<file path="config.mk">
export PLATFORM = sky130hd
export DESIGN_NAME = stack_line_hex_address_parser_unit
export DESIGN_NICKNAME = d
export VERILOG_FILES = /design/src/design/slhap_pkg.sv /design/src/design/stack_line_hex_address_parser_unit.sv
export VERILOG_INCLUDE_DIRS = /design/src /design/src/design
export SDC_FILE = /design/constraint.sdc
export NUM_CORES = 1
export LEC_CHECK = 0
export ABC_AREA = 0
export ABC_CLOCK_PERIOD_IN_PS = 7300
export BUFFER_PORTS_ARGS = -buffer_cell sky130_fd_sc_hd__buf_4
export CAP_MARGIN = 20
export CORE_MARGIN = 4
export CORE_UTILIZATION = 30
export DETAILED_ROUTE_END_ITERATION = 7
export PLACE_DENSITY = 0.49
export SETUP_SLACK_MARGIN = 0.5
export SYNTH_ARGS = -nofsm -noshare
export SYNTH_HDL_FRONTEND = slang
export SYNTH_SLANG_ARGS = --single-unit
export TNS_END_PERCENT = 50
</file>
<file path="constraint.sdc">
create_clock -name clk -period 7.3 [get_ports clk]
set_input_delay 1.825 -clock clk [delete_from_list [all_inputs] [get_ports clk]]
set_output_delay 1.825 -clock clk [all_outputs]
set_load 0.02 [all_outputs]
</file>
<file path="src/design/stack_line_hex_address_parser_unit_macros.svh">
// Assertion helpers for the stack-line parser.
`ifndef STACK_LINE_HEX_ADDRESS_PARSER_UNIT_MACROS_SVH
`define STACK_LINE_HEX_ADDRESS_PARSER_UNIT_MACROS_SVH

// Property sampled on clk, ignored while reset is asserted.
`define SLHAP_ASSERT(lbl, prop, msg) \
	lbl: assert property (@(posedge clk) disable iff (!arst_n) (prop)) else $error(msg);

// Condition that must never be seen on a clock edge.
`define SLHAP_NEVER(lbl, cond, msg) \
	lbl: assert property (@(posedge clk) disable iff (!arst_n) !(cond)) else $error(msg);

`endif

</file>
<file path="src/design/slhap_pkg.sv">
package slhap_pkg;

	localparam int ADDR_W       = 64;
	localparam int CNT_W        = 5;
	localparam int MAX_DIGITS_D = 16;

	localparam logic [7:0] CH_AT    = 8'h40;
	localparam logic [7:0] CH_SPACE = 8'h20;
	localparam logic [7:0] CH_ZERO  = 8'h30;
	localparam logic [7:0] CH_LX    = 8'h78;
	localparam logic [7:0] CH_UX    = 8'h58;

	// Returns {is_hex, value}.
	function automatic logic [4:0] hex_digit(input logic [7:0] c);
		logic [7:0] d;
		begin
			d = 8'h00;
			if (c >= 8'h30 && c <= 8'h39) begin
				d = c - 8'h30;
				hex_digit = {1'b1, d[3:0]};
			end else if (c >= 8'h61 && c <= 8'h66) begin
				d = c - 8'h57;
				hex_digit = {1'b1, d[3:0]};
			end else if (c >= 8'h41 && c <= 8'h46) begin
				d = c - 8'h37;
				hex_digit = {1'b1, d[3:0]};
			end else begin
				hex_digit = 5'b0_0000;
			end
		end
	endfunction

endpackage

</file>
<file path="src/design/stack_line_hex_address_parser_unit.sv">
// Stack-line hex address parser.
// Input channel s_*: one text character per word in s_tdata[7:0]; s_tlast
// marks the line terminator word (its character is ignored).
// Output channel m_*: m_tdata is the 64-bit address, m_tuser[0] says the
// word carries an address, m_tuser[1] marks the first address of a line,
// m_tlast closes the line. Every terminator gives exactly one output word;
// other characters give zero or one.
// Lines starting with '@' are parsed for space-separated hex tokens with an
// optional 0x/0X prefix; later addresses on a line are reported minus one.
// The input word passes through the input register, then one combinational
// parse step into the output register. Throughput: one character per cycle
// while the receiver takes the output words, set by the update of the parse
// state.
// Reset clears the input and output registers and puts the parser at line
// start. When the receiver stalls, the output word holds and the input
// register keeps one more character; s_tready then drops until the output
// word is taken.
`include "stack_line_hex_address_parser_unit_macros.svh"

module stack_line_hex_address_parser_unit #(
	parameter int MAX_DIGITS = slhap_pkg::MAX_DIGITS_D
) (
	input  logic        clk,
	input  logic        arst_n,
	input  logic        s_tvalid,
	output logic        s_tready,
	input  logic [7:0]  s_tdata,   // [7:0] character
	input  logic        s_tlast,   // end_of_line
	output logic        m_tvalid,
	input  logic        m_tready,
	output logic [63:0] m_tdata,   // [63:0] address
	output logic [1:0]  m_tuser,   // [0] address_valid, [1] first_in_line
	output logic        m_tlast    // line_done
);

	typedef enum logic [2:0] {
		PH_LINE, PH_IGNORE, PH_START, PH_ZERO, PH_PREFIX, PH_DIGITS, PH_HELD
	} phase_t;

	localparam int AW = slhap_pkg::ADDR_W;
	localparam int CW = slhap_pkg::CNT_W;
	localparam logic [CW-1:0] MAX_C = CW'(MAX_DIGITS);
	localparam bit FULL_ONE = (MAX_DIGITS == 1);

	// input register
	logic         vld_s1;
	logic [7:0]   chr_s1;
	logic         eol_s1;

	// parse state
	phase_t       phase_q;
	logic [AW-1:0] acc_q;
	logic [CW-1:0] cnt_q;
	logic         first_q;

	// output register
	logic          m_tvalid_q;
	logic [AW-1:0] addr_q;
	logic          addr_vld_q;
	logic          first_out_q;
	logic          done_q;

	logic out_free, adv;
	assign out_free = !m_tvalid_q || m_tready;
	assign adv      = vld_s1 && out_free;
	assign s_tready = !vld_s1 || out_free;

	// next-state and result logic
	logic [4:0]    hx;
	logic [3:0]    hv;
	logic          hok, tk_digit;
	phase_t        tk_phase;
	logic [AW-1:0] base_acc, db_acc;
	logic [CW-1:0] base_cnt, db_cnt;
	logic          db_full;
	phase_t        nxt_phase;
	logic [AW-1:0] nxt_acc;
	logic [CW-1:0] nxt_cnt;
	logic          nxt_first;
	logic          emit, produce;
	logic [AW-1:0] emit_val, out_addr;

	always_comb begin
		hx  = slhap_pkg::hex_digit(chr_s1);
		hv  = hx[3:0];
		hok = hx[4];

		// outcome of a character at token start
		tk_digit = hok && (chr_s1 != slhap_pkg::CH_ZERO);
		if (chr_s1 == slhap_pkg::CH_SPACE) begin
			tk_phase = PH_START;
		end else if (chr_s1 == slhap_pkg::CH_ZERO) begin
			tk_phase = PH_ZERO;
		end else if (!hok) begin
			tk_phase = PH_IGNORE;
		end else if (FULL_ONE) begin
			tk_phase = PH_START;
		end else begin
			tk_phase = PH_DIGITS;
		end

		// digit inside a token; base depends on how the token began
		base_acc = (phase_q == PH_DIGITS) ? acc_q : '0;
		if (phase_q == PH_DIGITS) begin
			base_cnt = cnt_q;
		end else if (phase_q == PH_ZERO) begin
			base_cnt = CW'(1);
		end else begin
			base_cnt = '0;
		end
		db_acc  = {base_acc[AW-5:0], hv};
		db_cnt  = base_cnt + CW'(1);
		db_full = (db_cnt >= MAX_C);

		nxt_phase = phase_q;
		nxt_acc   = acc_q;
		nxt_cnt   = cnt_q;
		nxt_first = first_q;
		emit      = 1'b0;
		emit_val  = acc_q;

		if (eol_s1) begin
			if (phase_q == PH_DIGITS || phase_q == PH_HELD) begin
				emit = 1'b1;
			end else if (phase_q == PH_ZERO) begin
				emit     = 1'b1;
				emit_val = '0;
			end
			nxt_phase = PH_LINE;
			nxt_acc   = '0;
			nxt_cnt   = '0;
			nxt_first = 1'b1;
		end else begin
			unique case (phase_q)
				PH_LINE: begin
					nxt_phase = (chr_s1 == slhap_pkg::CH_AT) ? PH_START : PH_IGNORE;
					nxt_first = 1'b1;
				end
				PH_START: begin
					nxt_phase = tk_phase;
					if (tk_digit) begin
						nxt_acc = AW'(hv);
						nxt_cnt = CW'(1);
						if (FULL_ONE) begin
							emit     = 1'b1;
							emit_val = AW'(hv);
						end
					end
				end
				PH_ZERO, PH_PREFIX, PH_DIGITS: begin
					if (phase_q == PH_ZERO &&
					    (chr_s1 == slhap_pkg::CH_LX || chr_s1 == slhap_pkg::CH_UX)) begin
						nxt_acc   = '0;
						nxt_cnt   = '0;
						nxt_phase = PH_PREFIX;
					end else if (phase_q == PH_ZERO && FULL_ONE) begin
						// lone zero is a full token; a following nonzero digit is held
						emit      = 1'b1;
						emit_val  = '0;
						nxt_acc   = '0;
						nxt_cnt   = CW'(1);
						nxt_phase = tk_phase;
						if (tk_digit) begin
							nxt_acc   = AW'(hv);
							nxt_phase = PH_HELD;
						end
					end else if (phase_q == PH_PREFIX && !hok) begin
						nxt_phase = PH_IGNORE;
					end else if (!hok) begin
						emit      = 1'b1;
						emit_val  = base_acc;
						nxt_acc   = base_acc;
						nxt_cnt   = base_cnt;
						nxt_phase = (chr_s1 == slhap_pkg::CH_SPACE) ? PH_START : PH_IGNORE;
					end else begin
						nxt_acc   = db_acc;
						nxt_cnt   = db_cnt;
						nxt_phase = PH_DIGITS;
						if (db_full) begin
							emit      = 1'b1;
							emit_val  = db_acc;
							nxt_phase = PH_START;
						end
					end
				end
				PH_HELD: begin
					emit      = 1'b1;
					emit_val  = acc_q;
					nxt_phase = tk_phase;
					if (tk_digit) begin
						nxt_acc   = AW'(hv);
						nxt_cnt   = CW'(1);
						if (FULL_ONE) begin
							nxt_phase = PH_HELD;
						end
					end
				end
				default: begin
					nxt_phase = PH_IGNORE;
				end
			endcase
		end

		if (emit) begin
			nxt_first = eol_s1;
		end
		out_addr = first_q ? emit_val : emit_val - AW'(1);
		produce  = emit || eol_s1;
	end

	// registers
	always_ff @(posedge clk or negedge arst_n) begin
		if (!arst_n) begin
			vld_s1      <= 1'b0;
			chr_s1      <= '0;
			eol_s1      <= 1'b0;
			phase_q     <= PH_LINE;
			acc_q       <= '0;
			cnt_q       <= '0;
			first_q     <= 1'b1;
			m_tvalid_q  <= 1'b0;
			addr_q      <= '0;
			addr_vld_q  <= 1'b0;
			first_out_q <= 1'b0;
			done_q      <= 1'b0;
		end else begin
			if (s_tvalid && s_tready) begin
				vld_s1 <= 1'b1;
				chr_s1 <= s_tdata;
				eol_s1 <= s_tlast;
			end else if (adv) begin
				vld_s1 <= 1'b0;
			end

			if (adv) begin
				phase_q <= nxt_phase;
				acc_q   <= nxt_acc;
				cnt_q   <= nxt_cnt;
				first_q <= nxt_first;
			end

			if (adv && produce) begin
				m_tvalid_q  <= 1'b1;
				addr_q      <= emit ? out_addr : '0;
				addr_vld_q  <= emit;
				first_out_q <= emit && first_q;
				done_q      <= eol_s1;
			end else if (m_tready) begin
				m_tvalid_q <= 1'b0;
			end
		end
	end

	assign m_tvalid = m_tvalid_q;
	assign m_tdata  = addr_q;
	assign m_tuser  = {first_out_q, addr_vld_q};
	assign m_tlast  = done_q;

	// checks
	`SLHAP_ASSERT(a_empty_word_zero, (m_tvalid && !m_tuser[0]) |-> (m_tdata == '0), "empty word has data")
	`SLHAP_NEVER(a_first_needs_addr, m_tvalid && m_tuser[1] && !m_tuser[0], "first without address")
	`SLHAP_ASSERT(a_eol_resets, (adv && eol_s1) |=> (phase_q == PH_LINE && first_q), "no line restart")

endmodule

</file>
### Yosys cells after proc, flatten, opt, wreduce, memory -nomap -nowiden

Cells that the tools add are included.

| storage, ports and cells | value |
|---|---|
| register bits | 151 |
| latch bits | 0 |
| RAM bits | 0 |
| bits in read-only memories | 0 |
| input bits | 13 |
| output and inout bits | 69 |
| logic and storage cells | 118 |
| memories kept | 0 |

| cells by class | value |
|---|---|
| add/subtract/negate cells | 5 |
| multipliers | 0 |
| divide/modulo/power cells | 0 |
| $lt $le $gt $ge | 7 |
| equal/unequal tests | 13 |
| shift operators | 0 |
| mux-type cells | 54 |
| bitwise gates (word level) | 0 |
| reductions and logical operators | 27 |

Operator list:

| cell | number |
|---|---|
| 2-to-1 mux 64 bit | 16 |
| case mux 64 bit (2 select lines) | 1 |
| subtractor 64 x 1 -> 64 bit, second input constant | 1 |
| 2-to-1 mux 5 bit | 9 |
| == test 8 x 7 -> 1 bit, second input constant | 3 |
| 2-to-1 mux 3 bit | 8 |
| == test 8 x 6 -> 1 bit, second input constant | 2 |
| greater-or-equal comparator 8 x 7 -> 1 bit, second input constant | 2 |
| <= comparator 8 x 7 -> 1 bit, second input constant | 2 |
| 2-to-1 mux 1 bit | 15 |
| logical AND 1 bit | 10 |
| case mux 5 bit (2 select lines) | 1 |
| == test 3 bit, second input constant | 3 |
| case mux 3 bit (3 select lines) | 1 |
| greater-or-equal comparator 8 x 6 -> 1 bit, second input constant | 1 |
| <= comparator 8 x 6 -> 1 bit, second input constant | 1 |
| != test 8 x 6 -> 1 bit, second input constant | 1 |
| subtractor 4 x 3 -> 4 bit, second input constant | 2 |
| == test 3 x 2 -> 1 bit, second input constant | 2 |
| nonzero test 3 bit | 2 |
| adder 5 x 1 -> 5 bit, second input constant | 1 |
| greater-or-equal comparator 5 bit, second input constant | 1 |
| logical OR 1 bit | 5 |
| 2-to-1 mux 2 bit | 2 |
| 11 further kinds | 14 |

### Logic depth before layout (Yosys ltp)

Gate-level depths: netlist of the first run.

| depth | value |
|---|---|
| word-level depth | 14 |
| gate-level depth with buffers | 24 |

### Least setup slack after synthesis of the first run

Ideal clock, no wire load.

| timing | value |
|---|---|
| path kind | register -> register |
| start point | register phase_q[1] |
| end point | register addr_q[52], in the netlist m_tdata[52] |
| library setup time | 0.133 ns |
| data arrival time | 4.755 ns |
| data required time | 7.167 ns |
| setup slack | 2.412 ns |
| cell stages (with the launch flop) | 24 |
| cell sequence | dfrtp_1 -> buf_2 -> and3b_1 -> clkbuf_1 -> buf_1 -> and2_1 -> ha_1 -> and3_1 -> clkbuf_1 -> mux2i_1 -> a211oi_1 -> nor3_1 -> buf_2 -> a21oi_1 -> ha_1 -> nand2b_1 -> a221oi_1 -> a21boi_1 -> o21a_1 -> nand4_1 -> clkbuf_1 -> nor4_1 -> xnor2_1 -> o21ai_0 |

| on the way | value |
|---|---|
| word-level cells in the longest chain between the ends | 14 |
| elaborated cells between the ends (all ways) | 34 |
| those cells by class | add/sub (2); order compare (1); eq/ne (4); mux (21); reduce/logical (6) |

RTL lines:

| element | RTL line | source |
|---|---|---|
| start: declaration | stack_line_hex_address_parser_unit.sv:51 | `phase_t phase_q;` |
| start signal: assignment | stack_line_hex_address_parser_unit.sv:236 | `phase_q <= nxt_phase;` |
| == test 3 x 2 -> 1 bit | -- |  |
| 2-to-1 mux 1 bit | stack_line_hex_address_parser_unit.sv:106, stack_line_hex_address_parser_unit.sv:125 |  |
| 2-to-1 mux 5 bit | stack_line_hex_address_parser_unit.sv:104 | `if (phase_q == PH_DIGITS) begin` |
| adder 5 x 1 -> 5 bit | stack_line_hex_address_parser_unit.sv:112 | `db_cnt = base_cnt + CW'(1);` |
| greater-or-equal comparator 5 bit | stack_line_hex_address_parser_unit.sv:113 | `db_full = (db_cnt >= MAX_C);` |
| 2-to-1 mux 64 bit | stack_line_hex_address_parser_unit.sv:179 | `if (db_full) begin` |
| 2-to-1 mux 64 bit | stack_line_hex_address_parser_unit.sv:169 | `end else if (!hok) begin` |
| 2-to-1 mux 64 bit | stack_line_hex_address_parser_unit.sv:167 | `end else if (phase_q == PH_PREFIX && !hok) begin` |
| 2-to-1 mux 64 bit | stack_line_hex_address_parser_unit.sv:151 | `if (phase_q == PH_ZERO &&` |
| 2-to-1 mux 64 bit | stack_line_hex_address_parser_unit.sv:134 | `unique case (phase_q)` |
| 2-to-1 mux 64 bit | stack_line_hex_address_parser_unit.sv:122 | `if (eol_s1) begin` |
| subtractor 64 x 1 -> 64 bit | stack_line_hex_address_parser_unit.sv:207 | `out_addr = first_q ? emit_val : emit_val - AW'(1);` |
| 2-to-1 mux 64 bit | stack_line_hex_address_parser_unit.sv:207 |  |
| 2-to-1 mux 64 bit | stack_line_hex_address_parser_unit.sv:244 | `addr_q <= emit ? out_addr : '0;` |
| end signal: assignment | stack_line_hex_address_parser_unit.sv:244 |  |
| end: declaration | stack_line_hex_address_parser_unit.sv:58 | `logic [AW-1:0] addr_q;` |

Several ways; a longest one is shown, not always the timed one.
A chain may end at the register's enable or synchronous reset.

### Worst setup path in the final report of the first run

| timing | value |
|---|---|
| start point | register phase_q[2] |
| end point | register addr_q[56], in the netlist m_tdata[56] |

The elaborated chain is that of the path after synthesis.

==> results.toml, run 1 <==
[setup_path]
critPathKind = "reg2reg"
end_kind = "flop"
cp_max_fo = 21
crit_arrival_ns = 6.27
required_ns = 7.62
critPathLaunchType = "flop"

[layout]
regArea_mm2 = 0.00378
antenna_cells = 0
drive_gt1_share_pct = 15.2
syn2layout_area_growth_pct = 14.7
layout_commonest_cell = "dfrtp_1"
fillers = 3286
layout_common_cells = "dfrtp_1 (150), nand2_1 (108), buf_4 (100), nor2_1 (82), a22o_1 (81)"
final_nets = 1129
multi_input_area_mm2 = 0.00541

[timing]
tightest_slew_ns = 0.979
layout_worst_path_cycle_share_pct = 81.5
slew_headroom_pct = 34.5
rsz0062_at_grt = "no"
fin_skew_ns = 0.0137
hold_violations = 0
finalSetupViolCount = 0
max_freq_ghz = 0.168
finalMaxSlewViolations = 0
layout_min_cycle_time_ns = 5.95
finalSetupTns_ns = 0

[min_path]
hold_path_class = "reg2reg"

[floorplanning]
die_h_um = 187
rows = 65
die_w_um = 187
io_pins = 82
fp.coreArea_mm2 = 0.0316
die-area_mm2 = 0.0351
start_util_pct = 30.5

[route]
ant_nets = 0
wl_per_cell_um = 21.3
drt_pass1_iterations = 5
vias = 8940
wirelength_mm = 32.5
via_per_inst = 5.86
drtIter0Drc = 927
drc = 0

[power]
irDropWorstVdd_mv = 0.156
power_switching_uw = 946
p_int_mw = 1.61
power_density_mw_per_mm2 = 231
power_mw = 2.56
sw_frac_of_total_pct = 37.0
p_leak_nw = 4.55
p_seq_share_pct = 38.6
clock_power_share_pct = 32.6
combinationalPowerShare_pct = 28.8

[cts]
clk_pin_slew_ns = 0.07
root_buffer = "clkbuf_16"
clkLatencyLatePin_ns = 0.44
tritoncts = "yes"
cts_buffer_depth = 2
cts-resized-gates = 0
numCtsBuffers = 17
postCtsSetupRepairBufs = 0
h-tree-depth = 4
ctsHoldBuffers = 0
cts_sinks = 151

[synth]
synthFlopType = "dfrtp_1"
synth_warnings = 0
syn_inst = 1097
synth_area_mm2 = 0.00964
synth_area_leaders = "dfrtp_1 (39%), a22o_1 (7.4%), nand2_1 (4.2%), o21ai_0 (4.1%), a22oi_1 (3.8%)"
synthArstFlopShare_pct = 100
yosysTopAreaCell = "dfrtp_1"
yosysTopAreaCellShare_pct = 38.9
avgSynthCellArea_um2 = 8.79
ys_ff_latch = 151
syn-num-nets = 1115
synth-seq-area-share_pct = 39.2
yosys.cell_types.count = 83
synth_edf_count = 0

[run_status]
status = "finished clean"

[placement]
io_buffer_count = 81
hpwl_mm = 22.4
globalplace.congestion = 0.857

[global_route]
antenna_found_initial = 0
grt_overflow_total = 0
grt_pass1_wl_mm = 52.2
grt_util_all_layers_pct = 18.5
grt_pass1_vias = 8611
grt_max_degree = 80

[job]
cap_viol_max_count = 0
[path summary, 6_finish.rpt]
path	start	slack, ns	to	cells past startpoint
worst max-delay path	phase_q[2]	1.35	m_tdata[56]	18
worst min-delay path	m_tdata[23]	0.48	m_tdata[23]	2
worst max register to register	phase_q[2]	1.35	m_tdata[56]	18
worst min register to register	m_tdata[23]	0.48	m_tdata[23]	2
min in group asynchronous	arst_n	1.41	m_tvalid	1
max in group asynchronous	arst_n	4.47	m_tdata[43]	2
[cell type report]
class,instances,area share [%]
clock buffers,20,3.95
multi-input cells,826,49.0
well taps,402,4.55
inverters,14,0.475
flip-flops and latches,151,34.2
repair buffers,101,6.89
clock inverters,12,0.951
[synthesized netlist by cell type (8+ instances only)]
| cell type | instances |
|---|---|
| inv_1 | 13 |
| or4_1 | 8 |
| a22oi_1 | 49 |
| o21ai_0 | 79 |
| buf_2 | 11 |
| xor2_1 | 19 |
| buf_1 | 23 |
| nand2_1 | 108 |
| nor3_1 | 37 |
| o31ai_1 | 12 |
| nor2b_1 | 8 |
| a21oi_1 | 39 |
| a22o_1 | 81 |
| a32o_1 | 8 |
| nor2_1 | 82 |
| xnor2_1 | 33 |
| o22ai_1 | 13 |
| a211oi_1 | 8 |
| a31oi_1 | 14 |
| mux2_2 | 11 |
| dfrtp_1 | 150 |
| nor4_1 | 20 |
| and3_1 | 10 |
| nand3_1 | 21 |
| o211ai_1 | 8 |
| nand4_1 | 14 |
| clkbuf_1 | 68 |
| or3_1 | 10 |
| nand2b_1 | 11 |
[worst max-delay path, cell delays in order (launching register included)]
cell      delay [ns]
dfrtp_1         0.70
and3b_1         0.71
and2_1          0.22
ha_1            0.16
and3_1          0.24
mux2i_1         0.16
a211oi_4        0.80
nor3_2          0.15
a21oi_1         0.32
ha_1            0.21
nand2b_1        0.08
a221oi_1        0.19
a21boi_1        0.26
o21a_1          0.34
nand4_1         0.13
buf_4           0.23
nor4_2          0.63
xnor2_1         0.20
o21ai_1         0.07
[logic make-up after synthesis]
logic type / share of synthesized area (%)
compound gates: 28.4
xor+xnor: 4.73
fa+ha+maj: 0.649
buf+inv: 5.05
flops: 39.2
mux: 1.70
simple gates: 20.3
[power groups by stage]
stage | registers [mW] | logic [mW] | clock network (mW)
2_1_floorplan | 1.01 | 0.451 | 0
3_3_place_gp | 0.998 | 0.735 | 0
3_5_place_dp | 1.00 | 0.737 | 0
4_1_cts | 0.986 | 0.739 | 0.863
5_1_grt | 0.999 | 0.803 | 0.902
6_report | 0.986 | 0.736 | 0.835
[metal layers]
layer / global-route usage [%] / wire, um / vias to the layer above
met5: 0 / 0 / -
met4: 5.01 / 539 / 0
met3: 3.56 / 1810 / 34
met2: 27.1 / 14400 / 348
met1: 27.7 / 15800 / 4392
li1: - / - / 4166
[metrics by stage]
| stage | area [um2] | utilization (%) | hold WS (ns) | worst slack, ns | std cells |
|---|---|---|---|---|---|
| floorplan | 9640 | - | 0.448 | 2.41 | 1097 |
| global route | 11100 | 34.9 | 0.512 | 0.704 | 1526 |
| detailed placement | 10500 | 33.2 | 0.472 | 1.40 | 1494 |
| global placement | 10500 | 33.2 | 0.463 | 1.58 | 1494 |
| CTS | 11100 | 34.9 | 0.487 | 1.37 | 1526 |
| finish | 11100 | 34.9 | 0.478 | 1.35 | 1526 |
[state kept, by name (all words and copies together) (netlist names)]
| name | flops |
|---|---|
| phase_q | 3 |
| m_tlast | 1 |
| cnt_q | 5 |
| first_out_q | 1 |
| chr_s1 | 8 |
| addr_vld_q | 1 |
| eol_s1 | 1 |
| first_q | 1 |
| acc_q | 64 |
| m_tdata | 64 |
| m_tvalid | 1 |
| vld_s1 | 1 |
No activity file was read; power rests on OpenSTA's default activity.
==> run 2: changes to the inputs <==
- ABC_CLOCK_PERIOD_IN_PS: 7300 -> 5500
- clock period: 7.3 -> 5.5 ns (I/O delays scaled with it)
==> results.toml, run 2 (synthesis gave the netlist of run 1 again) <==
[route]
ant_nets = 0
wirelength_mm = 33.4
via_per_inst = 5.88
drc = 0
vias = 9063
drtIter0Drc = 1019
wl_per_cell_um = 21.7
drt_pass1_iterations = 5

[layout]
fin_cells = 1542
antenna_cells = 0
syn2layout_area_growth_pct = 17.1
fillers = 3280
drive_gt1_share_pct = 17.3
layout_common_cells = "dfrtp_1 (147), buf_4 (113), nand2_1 (108), nor2_1 (81), a22o_1 (81)"
layout_commonest_cell = "dfrtp_1"
multi_input_area_mm2 = 0.00545
final_nets = 1146
regArea_mm2 = 0.00378
fin_area_mm2 = 0.0113

[placement]
dp_cells = 1510
globalplace.congestion = 0.862
hpwl_mm = 23.2
dpl-instance-area_mm2 = 0.0107
io_buffer_count = 81

[cts]
tritoncts = "yes"
cts_sinks = 151
clk_pin_slew_ns = 0.07
root_buffer = "clkbuf_16"
numCtsBuffers = 17
h-tree-depth = 4
clkLatencyLatePin_ns = 0.44
cts_buffer_depth = 2

[setup_path]
critPathMaxStageDelay_ns = 0.60
crit_family = "simple AND/OR/NAND/NOR gates"
critPathLaunchType = "flop"
crit_arrival_ns = 5.06
path_buf_inv = 2
crit_slowest_cell = "or4_1"
required_ns = 5.83
crit_chain = "inv_1 > ha_1 > or3b_1 > and3_4 > o211ai_4 > buf_4 > a211o_1 > a31oi_1 > or4_4 > nor4_4 > nand4_4 > or4_1 > a32o_1"
end_kind = "flop"
critPathKind = "reg2reg"
cp_max_fo = 20

[floorplanning]
die-area_mm2 = 0.0351
fp.coreArea_mm2 = 0.0316
die_h_um = 187
rows = 65
die_w_um = 187
start_util_pct = 30.5
io_pins = 82

[timing]
finalMaxSlewViolations = 0
layout_min_cycle_time_ns = 4.73
layout_worst_path_cycle_share_pct = 86.0
rsz0062_at_grt = "no"
finalSetupTns_ns = 0
tightest_slew_ns = 1.05
finalSetupViolCount = 0
hold_violations = 0
fin_skew_ns = 0.0116
slew_headroom_pct = 29.7
max_freq_ghz = 0.211

[global_route]
grt_max_degree = 86
antenna_found_initial = 1
grt_pass1_vias = 8877
grt_util_all_layers_pct = 18.9
grt_pass1_wl_mm = 53.4
grt_overflow_total = 0

[power]
irDropWorstVdd_mv = 0.214
power_density_mw_per_mm2 = 311
p_leak_nw = 4.65

[job]
cap_viol_max_count = 0

[min_path]
hold_path_class = "reg2reg"

[run_status]
status = "finished clean"
run 2: changes by cell type in the layout (fill, tap and decap cells not counted), sizes merged:
cell      previous run  this run
buf                101       117
clkbuf              20        19
clkinv               6         2
clkinvlp             5         4
inv                 14        20
run 2: cell type report:
type | count | share of cell area (%)
multi-input cells | 826 | 48.2
flip-flops and latches | 151 | 33.5
repair buffers | 118 | 8.21
well taps | 402 | 4.45
clock inverters | 13 | 1.22
inverters | 14 | 0.465
clock buffers | 18 | 3.89
run 2: final timing paths:
check / from / endpoint / slack, ns / depth (start not counted)
setup / recovery: chr_s1[0] / m_tdata[63] / 0.77 / 13
hold / removal: m_tdata[20] / m_tdata[20] / 0.48 / 2
setup reg to reg: chr_s1[0] / m_tdata[63] / 0.77 / 13
hold reg to reg: m_tdata[20] / m_tdata[20] / 0.48 / 2
max in group asynchronous: arst_n / m_tdata[54] / 3.68 / 2
min in group asynchronous: arst_n / vld_s1 / 0.92 / 1
run 2: routing by layer:
| metal | vias up | global-route usage (%) | share of wire, % |
|---|---|---|---|
| met5 | - | 0 | 0.051 |
| met4 | 2 | 5.77 | 2.1 |
| met1 | 4478 | 27.7 | 48 |
| met2 | 347 | 28.2 | 44 |
| li1 | 4190 | - | - |
| met3 | 46 | 3.51 | 5.8 |
run 2: worst reg2reg max path, cell delays in order (launching register included):
cell,delay [ns]
dfrtp_1,0.51
inv_1,0.11
ha_1,0.23
or3b_1,0.41
and3_4,0.26
o211ai_4,0.39
buf_4,0.35
a211o_1,0.17
a31oi_1,0.06
or4_4,0.59
nor4_4,0.37
nand4_4,0.30
or4_1,0.61
a32o_1,0.26
run 2: repair_timing:
| action | in CTS | in global routing |
|---|---|---|
| gates resized for setup | 1 | 8 |
| setup buffers | 0 | 1 |
| hold buffers | 0 | 0 |
| endpoints found under the setup margin | 4 | 25 |
run 2: metrics by stage:
step           hold slack [ns]  util (%)  worst slack [ns]  power [mW]
3_5_place_dp             0.471      33.7             0.457        2.35
5_1_grt                  0.510      35.7             0.525        3.69
4_1_cts                  0.487      35.5             0.505        3.55
6_report                 0.479      35.7             0.770        3.51
3_3_place_gp             0.462      33.7             0.572        2.35
2_1_floorplan            0.448         -             0.612        1.94
run 2: where the power goes:
group	switching (mW)	internal [mW]	leakage (nW)	total, mW
clock	0.526	0.647	0.272	1.17
sequential	0.106	1.20	2.06	1.31
combinational	0.692	0.338	2.32	1.03
total	1.32	2.19	4.65	3.51
